File: src/sbm_divider.sv
// Iterative signed 32-bit divider, one quotient bit per cycle, truncating toward zero.
`timescale 1ns / 1ps

module sbm_divider (
  input  logic        clk,
  input  logic        rst,
  input  logic        start,
  input  logic [31:0] dividend,
  input  logic [31:0] divisor,
  output logic        done,
  output logic [31:0] quotient
);

  logic [31:0] rem;
  logic [31:0] quo;
  logic [31:0] dvs;
  logic [5:0]  count;
  logic        busy;
  logic        negate;
  logic [32:0] trial;

  assign trial = {rem[31:0], quo[31]} - {1'b0, dvs};

  always_ff @(posedge clk) begin
    if (rst) begin
      busy <= 1'b0;
      done <= 1'b0;
    end else begin
      done <= 1'b0;
      if (start) begin
        busy   <= 1'b1;
        count  <= 6'd32;
        rem    <= 32'd0;
        quo    <= dividend[31] ? (32'd0 - dividend) : dividend;
        dvs    <= divisor[31] ? (32'd0 - divisor) : divisor;
        negate <= dividend[31] ^ divisor[31];
      end else if (busy) begin
        // Restoring step: shift in the next dividend bit and try a subtraction.
        if (!trial[32]) begin
          rem <= trial[31:0];
        end else begin
          rem <= {rem[30:0], quo[31]};
        end
        quo   <= {quo[30:0], ~trial[32]};
        count <= count - 6'd1;
        if (count == 6'd1) begin
          busy <= 1'b0;
          done <= 1'b1;
        end
      end
    end
  end

  assign quotient = negate ? (32'd0 - quo) : quo;

endmodule

File: config.mk
export PLATFORM = sky130hd
export DESIGN_NAME = sbm_divider
export DESIGN_NICKNAME = d
export VERILOG_FILES = /design/src/sbm_divider.sv
export SDC_FILE = /design/constraint.sdc
export NUM_CORES = 1
export LEC_CHECK = 0
export CAP_MARGIN = 20
export CORE_ASPECT_RATIO = 1.2
export CORE_MARGIN = 1.5
export CORE_UTILIZATION = 64
export DETAILED_ROUTE_END_ITERATION = 6
export DONT_BUFFER_PORTS = 1
export PLACE_DENSITY = 0.83
export SETUP_SLACK_MARGIN = 0.05
export SLEW_MARGIN = 20
export SYNTH_ARGS = -nofsm -noshare
export SYNTH_HDL_FRONTEND = slang
export SYNTH_SLANG_ARGS = --single-unit
File: constraint.sdc
create_clock -name clk -period 14.4 [get_ports clk]
set_input_delay 2.88 -clock clk [delete_from_list [all_inputs] [get_ports clk]]
set_output_delay 2.88 -clock clk [all_outputs]
set_load 0.02 [all_outputs]
==> run_results.csv, run 1 <==
group,metric,value,unit
run_status,status,"complete, no violations",
clocking,numCtsBuffers,9,
timing,worst_slew_margin_rel,31.3,%
min_path,hold-path-cell-count,1,
worst_setup_path,endpoint_kind,"output port",
yosys,syn-num-nets,942,
drt,first_iter_violations,421,
global_route,antenna_found_initial,0,
worst_setup_path,startpoint_type,"flop",
placed_design,gp_congestion,0.890,
yosys,synth_top_area_share,39.6,%
clocking,hold_buffers,0,
clocking,postCtsSetupBuffers,0,
timing,timing.final.ws_setup,7.51,ns
drt,vias,6242,
min_path,hold_class,"reg -> reg",
yosys,syn_area,0.00781,mm2
die,dieWidth,104,um
clocking,clockRootBuffer,"clkbuf_16",
worst_setup_path,critical_path_class,"reg -> out",
global_route,grt_max_degree,104,
drt,ant_nets,0,
placed_design,numPortBuffers,0,
clocking,cts_max_path_buffers,2,
worst_setup_path,reg2reg_depth,12,
timing,rsz0062_at_grt,"no",
die,die_h,124,um
finish,drive_above_1_share,4.61,%
yosys,synthTopCellsByCount,"edfxtp_1, nor2_1, a21oi_1, xnor2_1, nand2_1",
yosys,yosysSeqAreaShare,40.1,%
yosys,avgSynthCellArea,9.33,um2
timing,post-route-period-util,47.9,%
drt,firstDrtPassIters,5,
yosys,synth_seq_cells,105,
drt,wl,17200,um
clocking,htreeDepth,3,
timing,finalHoldViolations,0,
finish,nets,924,
power_and_ir_drop,power_leakage,3.07,nW
yosys,yosys.area.top_type,"edfxtp_1",
worst_setup_path,cp.required,11.52,ns
worst_setup_path,worst_ep_arrival_time,4.01,ns
global_route,grt_pass1_wl,28200,um
run,maxCapViolations,0,
timing,final.setup.tns,0,ns
clocking,post_cts_resized,0,
yosys,ys_top_cells_by_area,"edfxtp_1, xnor2_1, ha_1",
die,start_util,65.1,%
die,ios,100,
worst_setup_path,path_max_fanout,5,
yosys,synthFlopType,"edfxtp_1",
global_route,first_global_vias,6110,
timing,setup_viol,0,
power_and_ir_drop,power_density,116,mW/mm2
yosys,async_flop_share,0,%
placed_design,dpl.hpwl,12700,um
placed_design,dpl_worst_slack,7.89,ns
clocking,numClockSinks,105,
global_route,grt.overflow.total,0,
die,std_cell_rows,44,
global_route,grt_util_all_layers,27.1,%
yosys,synth_cells,837,
power_and_ir_drop,irDropWorstVdd,77.9,uV
drt,route.detailed.vias_per_inst,6.34,
die,fp.dieArea,0.0129,mm2
clocking,clock_latency,0.35,ns
yosys,yosys_warnings,0,
drt,drcViolationCount,0,
finish,diodes,0,
clocking,clk_pin_slew,0.07,ns
timing,clock_skew,0.00643,ns
clocking,cts_tree,"done",
timing,period_minus_slack,6.89,ns
yosys,synth-edff-count,103,
yosys,synth.distinct_cells,58,
yosys,yosysMostFrequentCell,"edfxtp_1",
timing,worst_pin_slew,1.03,ns
finish,area_growth,5.05,%
timing,fmaxAchievable,145,MHz
drt,wl_per_cell,17.5,um
timing,finalMaxSlewViolations,0,
die,coreArea,0.0120,mm2
## worst paths after layout
path	from	to	slack (ns)
max	quo[0]$_DFFE_PP_	quotient[29]	7.51
min	busy$_SDFF_PP0_	done$_SDFF_PP0_	0.49
max reg2reg	quo[31]$_DFFE_PP_	rem[31]$_SDFFCE_PP0P_	10.11
min reg2reg	busy$_SDFF_PP0_	done$_SDFF_PP0_	0.49
## per-stage QoR
stage,util [%],total power [W],area [um2],hold slack (ns),cells
after floorplan,-,0.000660,7810,0.460,837
after global placement,66.0,0.000699,7920,0.464,969
after detailed placement,66.0,0.000712,7920,0.479,969
after CTS,68.3,0.000954,8200,0.489,985
after global routing,68.3,0.00101,8200,0.506,985
final,68.3,0.000952,8200,0.485,985
## cell usage in the layout (no fill, tap or decap), types with 13 or more instances in the layout
cell type / synthesis / final
or4_1: 16 / 16
xnor2_1: 76 / 76
a21o_1: 14 / 14
o21ai_0: 53 / 53
inv_1: 45 / 45
xor2_1: 41 / 41
nor2_1: 86 / 84
edfxtp_1: 103 / 103
nand3_1: 16 / 16
o41ai_1: 13 / 13
a21oi_1: 76 / 76
nand2_1: 65 / 65
mux2i_1: 24 / 24
o31ai_1: 29 / 29
ha_1: 37 / 37
or3_1: 13 / 13
## routing by layer
| metal | up-vias | track usage, % | part of all wire, % |
|---|---|---|---|
| li1 | 3007 | - | - |
| met1 | 2941 | 33.1 | 41 |
| met2 | 252 | 48.6 | 50 |
| met3 | 42 | 4.45 | 6.4 |
| met4 | 0 | 10.1 | 2.2 |
| met5 | - | 0 | 0 |
## kinds of logic after synthesis
| kind of cell | count (synthesis) | share of synthesized area, % |
|---|---|---|
| XOR/XNOR | 117 | 13.1 |
| flip-flops | 105 | 40.1 |
| buffers and inverters | 76 | 3.72 |
| adder cells (fa/ha/maj) | 38 | 6.18 |
| AO/OA/AOI/OAI | 218 | 17.3 |
| AND/OR/NAND/NOR | 259 | 16.5 |
| multiplexers | 24 | 3.08 |
## registers in the layout (all words and copies together) (netlist names)
register  flops
dvs          32
negate        1
rem          32
busy          1
done          1
quo          32
count         6
## cell type report
type,instances,area [um2]
Sequential cell,105,3130
Timing Repair Buffer,2,15.0
Clock inverter,5,55.1
Fill cell,953,3800
Multi-Input combinational cell,656,4400
Tap cell,161,201
Clock buffer,11,233
Inverter,45,169
## critical path: stages, from the launching register on
cell and delay [ns]:
edfxtp_1 0.53, or2_2 0.34, or4_1 0.44, or3_1 0.37
or4_1 0.47, or3_1 0.40, nor3_1 0.19, nand2_1 0.20
o41ai_1 0.42, xnor2_1 0.31
## power by group
group | total (W) | internal (W) | switching, W
Sequential | 0.000399 | 0.000377 | 0.0000212
Combinational | 0.000311 | 0.000127 | 0.000184
Clock | 0.000242 | 0.000135 | 0.000108
(Power assumes the default switching activity.)
==> run 2: changes to the inputs <==
--- a/config.mk
+++ b/config.mk
@@ -8,10 +8,10 @@
 export CAP_MARGIN = 20
 export CORE_ASPECT_RATIO = 1.2
 export CORE_MARGIN = 1.5
-export CORE_UTILIZATION = 64
+export CORE_UTILIZATION = 59
 export DETAILED_ROUTE_END_ITERATION = 6
 export DONT_BUFFER_PORTS = 1
-export PLACE_DENSITY = 0.83
+export PLACE_DENSITY = 0.81
 export SETUP_SLACK_MARGIN = 0.05
 export SLEW_MARGIN = 20
 export SYNTH_ARGS = -nofsm -noshare
==> constraint.sdc (replaced) <==
create_clock -name clk -period 5.88 [get_ports clk]
set_input_delay 1.176 -clock clk [delete_from_list [all_inputs] [get_ports clk]]
set_output_delay 1.176 -clock clk [all_outputs]
set_load 0.02 [all_outputs]
==> run 2 against run 1 <==
Clock power up 140%. Setup slack worse by 6.7 ns. Cell area is essentially flat. Critical endpoint is now quotient[26]. Clock skew is 0.0012 ns higher.
==> run_results.csv, run 2 (same netlist as run 1, synthesis figures left out) <==
group,metric,value,unit
drt,wl,17200,um
clocking,cts_max_path_buffers,2,
die,dieWidth,108,um
die,ios,100,
global_route,busiest_layer,"met2",
finish,nets,925,
worst_setup_path,critical_path_class,"reg -> out",
drt,vias,6114,
worst_setup_path,cp.required,4.70,ns
finish,stdcell_area,0.00820,mm2
global_route,grt_util_met1,29.4,%
power_and_ir_drop,irDropWorstVdd,235,uV
clocking,cts_tree,"done",
placed_design,gp_congestion,0.911,
clocking,postCtsSetupBuffers,0,
global_route,antenna_found_initial,0,
finish,area_growth,5.06,%
clocking,numCtsBuffers,9,
timing,finalHoldViolations,0,
finish,top_regs,"dvs (32), quo (32), rem (32)",
placed_design,dpl_worst_slack,1.20,ns
timing,fmaxAchievable,198,MHz
clocking,numClockSinks,105,
timing,worst_pin_slew,0.945,ns
drt,ant_nets,0,
finish,seq_area,0.00313,mm2
timing,period_minus_slack,5.06,ns
finish,multiInputGateArea,0.00440,mm2
die,start_util,61.1,%
clocking,hold_buffers,0,
timing,finalMaxSlewViolations,0,
finish,fin_util,64.2,%
timing,setup_viol,0,
clocking,clockRootBuffer,"clkbuf_16",
global_route,use_met2,45.4,%
timing,worst_slew_margin_rel,37.0,%
finish,drive_above_1_share,4.36,%
die,die_h,129,um
timing,clock_skew,0.00763,ns
drt,firstDrtPassIters,7,
finish,fillCellCount,981,
placed_design,dpl_cell_area,0.00793,mm2
drt,drcViolationCount,0,
finish,layout_commonest_cell,"edfxtp_1",
die,coreArea,0.0128,mm2
drt,first_iter_violations,340,
die,fp.dieArea,0.0139,mm2
drt,route.detailed.vias_per_inst,6.18,
worst_setup_path,path_max_fanout,4,
timing,post-route-period-util,86.0,%
min_path,hold_class,"reg -> reg",
clocking,htreeDepth,3,
clocking,post_cts_resized,0,
global_route,first_global_vias,5964,
drt,wl_per_cell,17.3,um
global_route,use_met3,6.44,%
finish,final_cell_mix,"edfxtp_1, nor2_1, a21oi_1, xnor2_1, nand2_1",
placed_design,dpl.hpwl,12500,um
timing,timing.final.ws_setup,0.824,ns
clocking,clk_pin_slew,0.07,ns
global_route,grt.overflow.total,0,
timing,rsz0062_at_grt,"no",
timing,final.setup.tns,0,ns
worst_setup_path,worst_ep_arrival_time,3.88,ns
die,std_cell_rows,45,
run,maxCapViolations,0,
global_route,grt_max_degree,104,
run_status,status,"complete, no violations",
worst_setup_path,endpoint_kind,"output port",
power_and_ir_drop,power_density,284,mW/mm2
clocking,clock_latency,0.35,ns
power_and_ir_drop,power_leakage,3.08,nW
finish,diodes,0,
placed_design,numPortBuffers,0,
worst_setup_path,startpoint_type,"flop",
global_route,grt_util_all_layers,25.6,%
global_route,grt_pass1_wl,28000,um
==> run 2: layer usage <==
layer / part of all wire (%) / vias up
met2: 52 / 191
met5: 0 / -
li1: - / 3001
met4: 2.7 / 0
met1: 39 / 2890
met3: 6.6 / 32
==> run 2: cell type report <==
cell class                 count  share of cell area, %
multi-input combinational    656                   53.6
sequential                   105                   38.2
clock buffer                  11                   2.84
tap                          164                   2.50
inverter                      45                   2.06
clock inverter                 5                  0.564
timing repair buffer           3                  0.275
==> run 2: report_power, final <==
| part | leakage [nW] | total, W | internal [W] | switching, W |
|---|---|---|---|---|
| Sequential | 0.996 | 0.000975 | 0.000924 | 0.0000513 |
| Combinational | 1.95 | 0.000761 | 0.000313 | 0.000448 |
| Clock | 0.136 | 0.000591 | 0.000326 | 0.000265 |
| Total | 3.08 | 0.00233 | 0.00156 | 0.000764 |
==> run 2: path summary, 6_finish.rpt <==
| path | cells after the start | startpoint | to | slack (ns) |
|---|---|---|---|---|
| worst min register to register | 1 | busy$_SDFF_PP0_ | done$_SDFF_PP0_ | 0.49 |
| worst max register to register | 13 | quo[31]$_DFFE_PP_ | rem[31]$_SDFFCE_PP0P_ | 1.95 |
| worst min-delay path | 1 | busy$_SDFF_PP0_ | done$_SDFF_PP0_ | 0.49 |
| worst max-delay path | 10 | quo[0]$_DFFE_PP_ | quotient[26] | 0.82 |
==> run 2: stage by stage <==
stage | std cells | power (W) | hold WS [ns]
2_1_floorplan | 837 | 0.00162 | 0.460
3_3_place_gp | 973 | 0.00172 | 0.468
3_5_place_dp | 973 | 0.00174 | 0.479
4_1_cts | 989 | 0.00233 | 0.490
5_1_grt | 989 | 0.00246 | 0.511
6_report | 989 | 0.00233 | 0.493
==> run 2: worst max-delay path, stage by stage (launching register included) <==
cell,delay (ns)
edfxtp_1,0.52
inv_1,0.11
ha_1,0.16
nand2_1,0.09
or4_1,0.44
or4_1,0.47
or3_1,0.44
or3_1,0.40
nand2b_1,0.24
o41ai_1,0.36
xnor2_1,0.31
==> run 3: changes to the inputs <==
--- a/config.mk
+++ b/config.mk
@@ -11,7 +11,7 @@
 export CORE_UTILIZATION = 59
 export DETAILED_ROUTE_END_ITERATION = 6
 export DONT_BUFFER_PORTS = 1
-export PLACE_DENSITY = 0.81
+export PLACE_DENSITY = 0.82
 export SETUP_SLACK_MARGIN = 0.05
 export SLEW_MARGIN = 20
 export SYNTH_ARGS = -nofsm -noshare
==> run 3 against run 2 <==
Clock skew is essentially flat. Hold slack worse by 0.0061 ns. Power grew 1.6%. Count of clock-buffer cells in the layout down 2.
==> run_results.csv, run 3 (same netlist as run 1, synthesis figures left out) <==
group,metric,value,unit
drt,vias,6290,
global_route,grt_pass1_wl,29000,um
run,maxCapViolations,0,
timing,worst_slew_margin_rel,36.0,%
worst_setup_path,endpoint_kind,"output port",
min_path,hold_class,"reg -> reg",
clocking,postCtsSetupBuffers,0,
drt,ant_nets,0,
timing,worst_pin_slew,0.961,ns
placed_design,numPortBuffers,0,
finish,top_regs,"dvs (32), quo (32), rem (32)",
drt,first_iter_violations,335,
finish,layout_commonest_cell,"edfxtp_1",
clocking,htreeDepth,3,
placed_design,gp_congestion,0.914,
drt,firstDrtPassIters,5,
die,ios,100,
placed_design,numPlacedInstances,974,
clocking,clk_pin_slew,0.07,ns
worst_setup_path,cp_cell_sequence,"inv_1 > ha_1 > nand2_1 > or4_1 > or4_1 > or3_1 > or3_1 > nand2b_1 > o41ai_1 > xnor2_1",
worst_setup_path,critical-path-max-stage-delay,0.52,ns
run_status,status,"complete, no violations",
worst_setup_path,cpMaxStageDelayCell,"edfxtp_1",
drt,drcViolationCount,0,
finish,fin_cells,991,
clocking,post_cts_resized,0,
power_and_ir_drop,power_density,286,mW/mm2
die,dieWidth,108,um
timing,period_minus_slack,5.14,ns
clocking,numClockSinks,105,
finish,final_cell_mix,"edfxtp_1, nor2_1, a21oi_1, xnor2_1, nand2_1",
timing,fmaxAchievable,195,MHz
worst_setup_path,rr_startpoint,"quo[31]$_DFFE_PP_",
global_route,grt.overflow.total,0,
timing,final.setup.tns,0,ns
die,start_util,61.1,%
drt,route.detailed.vias_per_inst,6.35,
clocking,hold_buffers,0,
worst_setup_path,startpoint_type,"flop",
timing,finalHoldViolations,0,
global_route,antenna_found_initial,0,
drt,wl,18100,um
global_route,first_global_vias,6461,
global_route,grt_util_all_layers,26.3,%
finish,drive_above_1_share,4.96,%
clocking,numCtsBuffers,9,
worst_setup_path,critical_path_class,"reg -> out",
die,coreArea,0.0128,mm2
timing,finalMaxSlewViolations,0,
clocking,cts_tree,"done",
clocking,clock_latency,0.35,ns
timing,clock_skew,0.00764,ns
clocking,clockRootBuffer,"clkbuf_16",
clocking,cts_max_path_buffers,2,
die,fp.dieArea,0.0139,mm2
die,die_h,129,um
finish,area_growth,5.69,%
timing,holdWs,0.487,ns
worst_setup_path,path_max_fanout,4,
min_path,worstHoldStart,"busy$_SDFF_PP0_",
finish,diodes,0,
die,std_cell_rows,45,
power_and_ir_drop,irDropWorstVdd,212,uV
drt,wl_per_cell,18.2,um
worst_setup_path,cp.required,4.70,ns
timing,setup_viol,0,
finish,fin_util,64.6,%
worst_setup_path,worst_ep_arrival_time,3.96,ns
finish,nets,927,
power_and_ir_drop,power_leakage,3.10,nW
worst_setup_path,timing.critical_path.from,"quo[0]$_DFFE_PP_",
placed_design,dpl.hpwl,13200,um
global_route,grt_max_degree,104,
timing,rsz0062_at_grt,"no",
timing,post-route-period-util,87.3,%
==> run 3: cell type report <==
| type | count | area (um2) |
|---|---|---|
| clock inverters | 7 | 67.6 |
| flip-flops and latches | 105 | 3130 |
| clock buffers | 9 | 225 |
| fillers | 951 | 4530 |
| well taps | 164 | 205 |
| inverters | 45 | 169 |
| multi-input cells | 656 | 4400 |
| repair buffers | 5 | 57.6 |
==> run 3: metrics by stage <==
step	instance area (um2)	total power [W]	setup slack [ns]
final	8250	0.00236	0.745
after global routing	8250	0.00248	0.561
after CTS	8230	0.00235	0.718
after detailed placement	7930	0.00175	1.10
after global placement	7930	0.00172	1.24
after floorplan	7810	0.00162	0.928
==> run 3: metal layers <==
layer,wire [um],track usage [%]
met2,9350,47.7
met3,1220,6.54
met5,0,0
met4,780,13.9
met1,6700,28.1
==> run 3: worst paths after layout <==
kind | to | slack [ns] | cells past startpoint
hold / removal | done$_SDFF_PP0_ | 0.49 | 1
setup / recovery | quotient[26] | 0.74 | 10
setup reg to reg | rem[11]$_SDFFCE_PP0P_ | 1.42 | 13
hold reg to reg | done$_SDFF_PP0_ | 0.49 | 1
==> run 3: report_power, final <==
part	internal (W)	leakage [nW]	switching, W
clock	0.000330	0.141	0.000275
sequential	0.000924	0.996	0.0000530
combinational	0.000319	1.96	0.000463
total	0.00157	3.10	0.000791
==> run 3: worst max-delay path, delay by kind of cell (launching register included) <==
family	cells	cell delay, ns
AO/OA/AOI/OAI	1	0.44
flip-flops	1	0.52
buffers and inverters	1	0.11
XOR/XNOR	1	0.31
adder cells (fa/ha/maj)	1	0.16
AND/OR/NAND/NOR	6	2.08
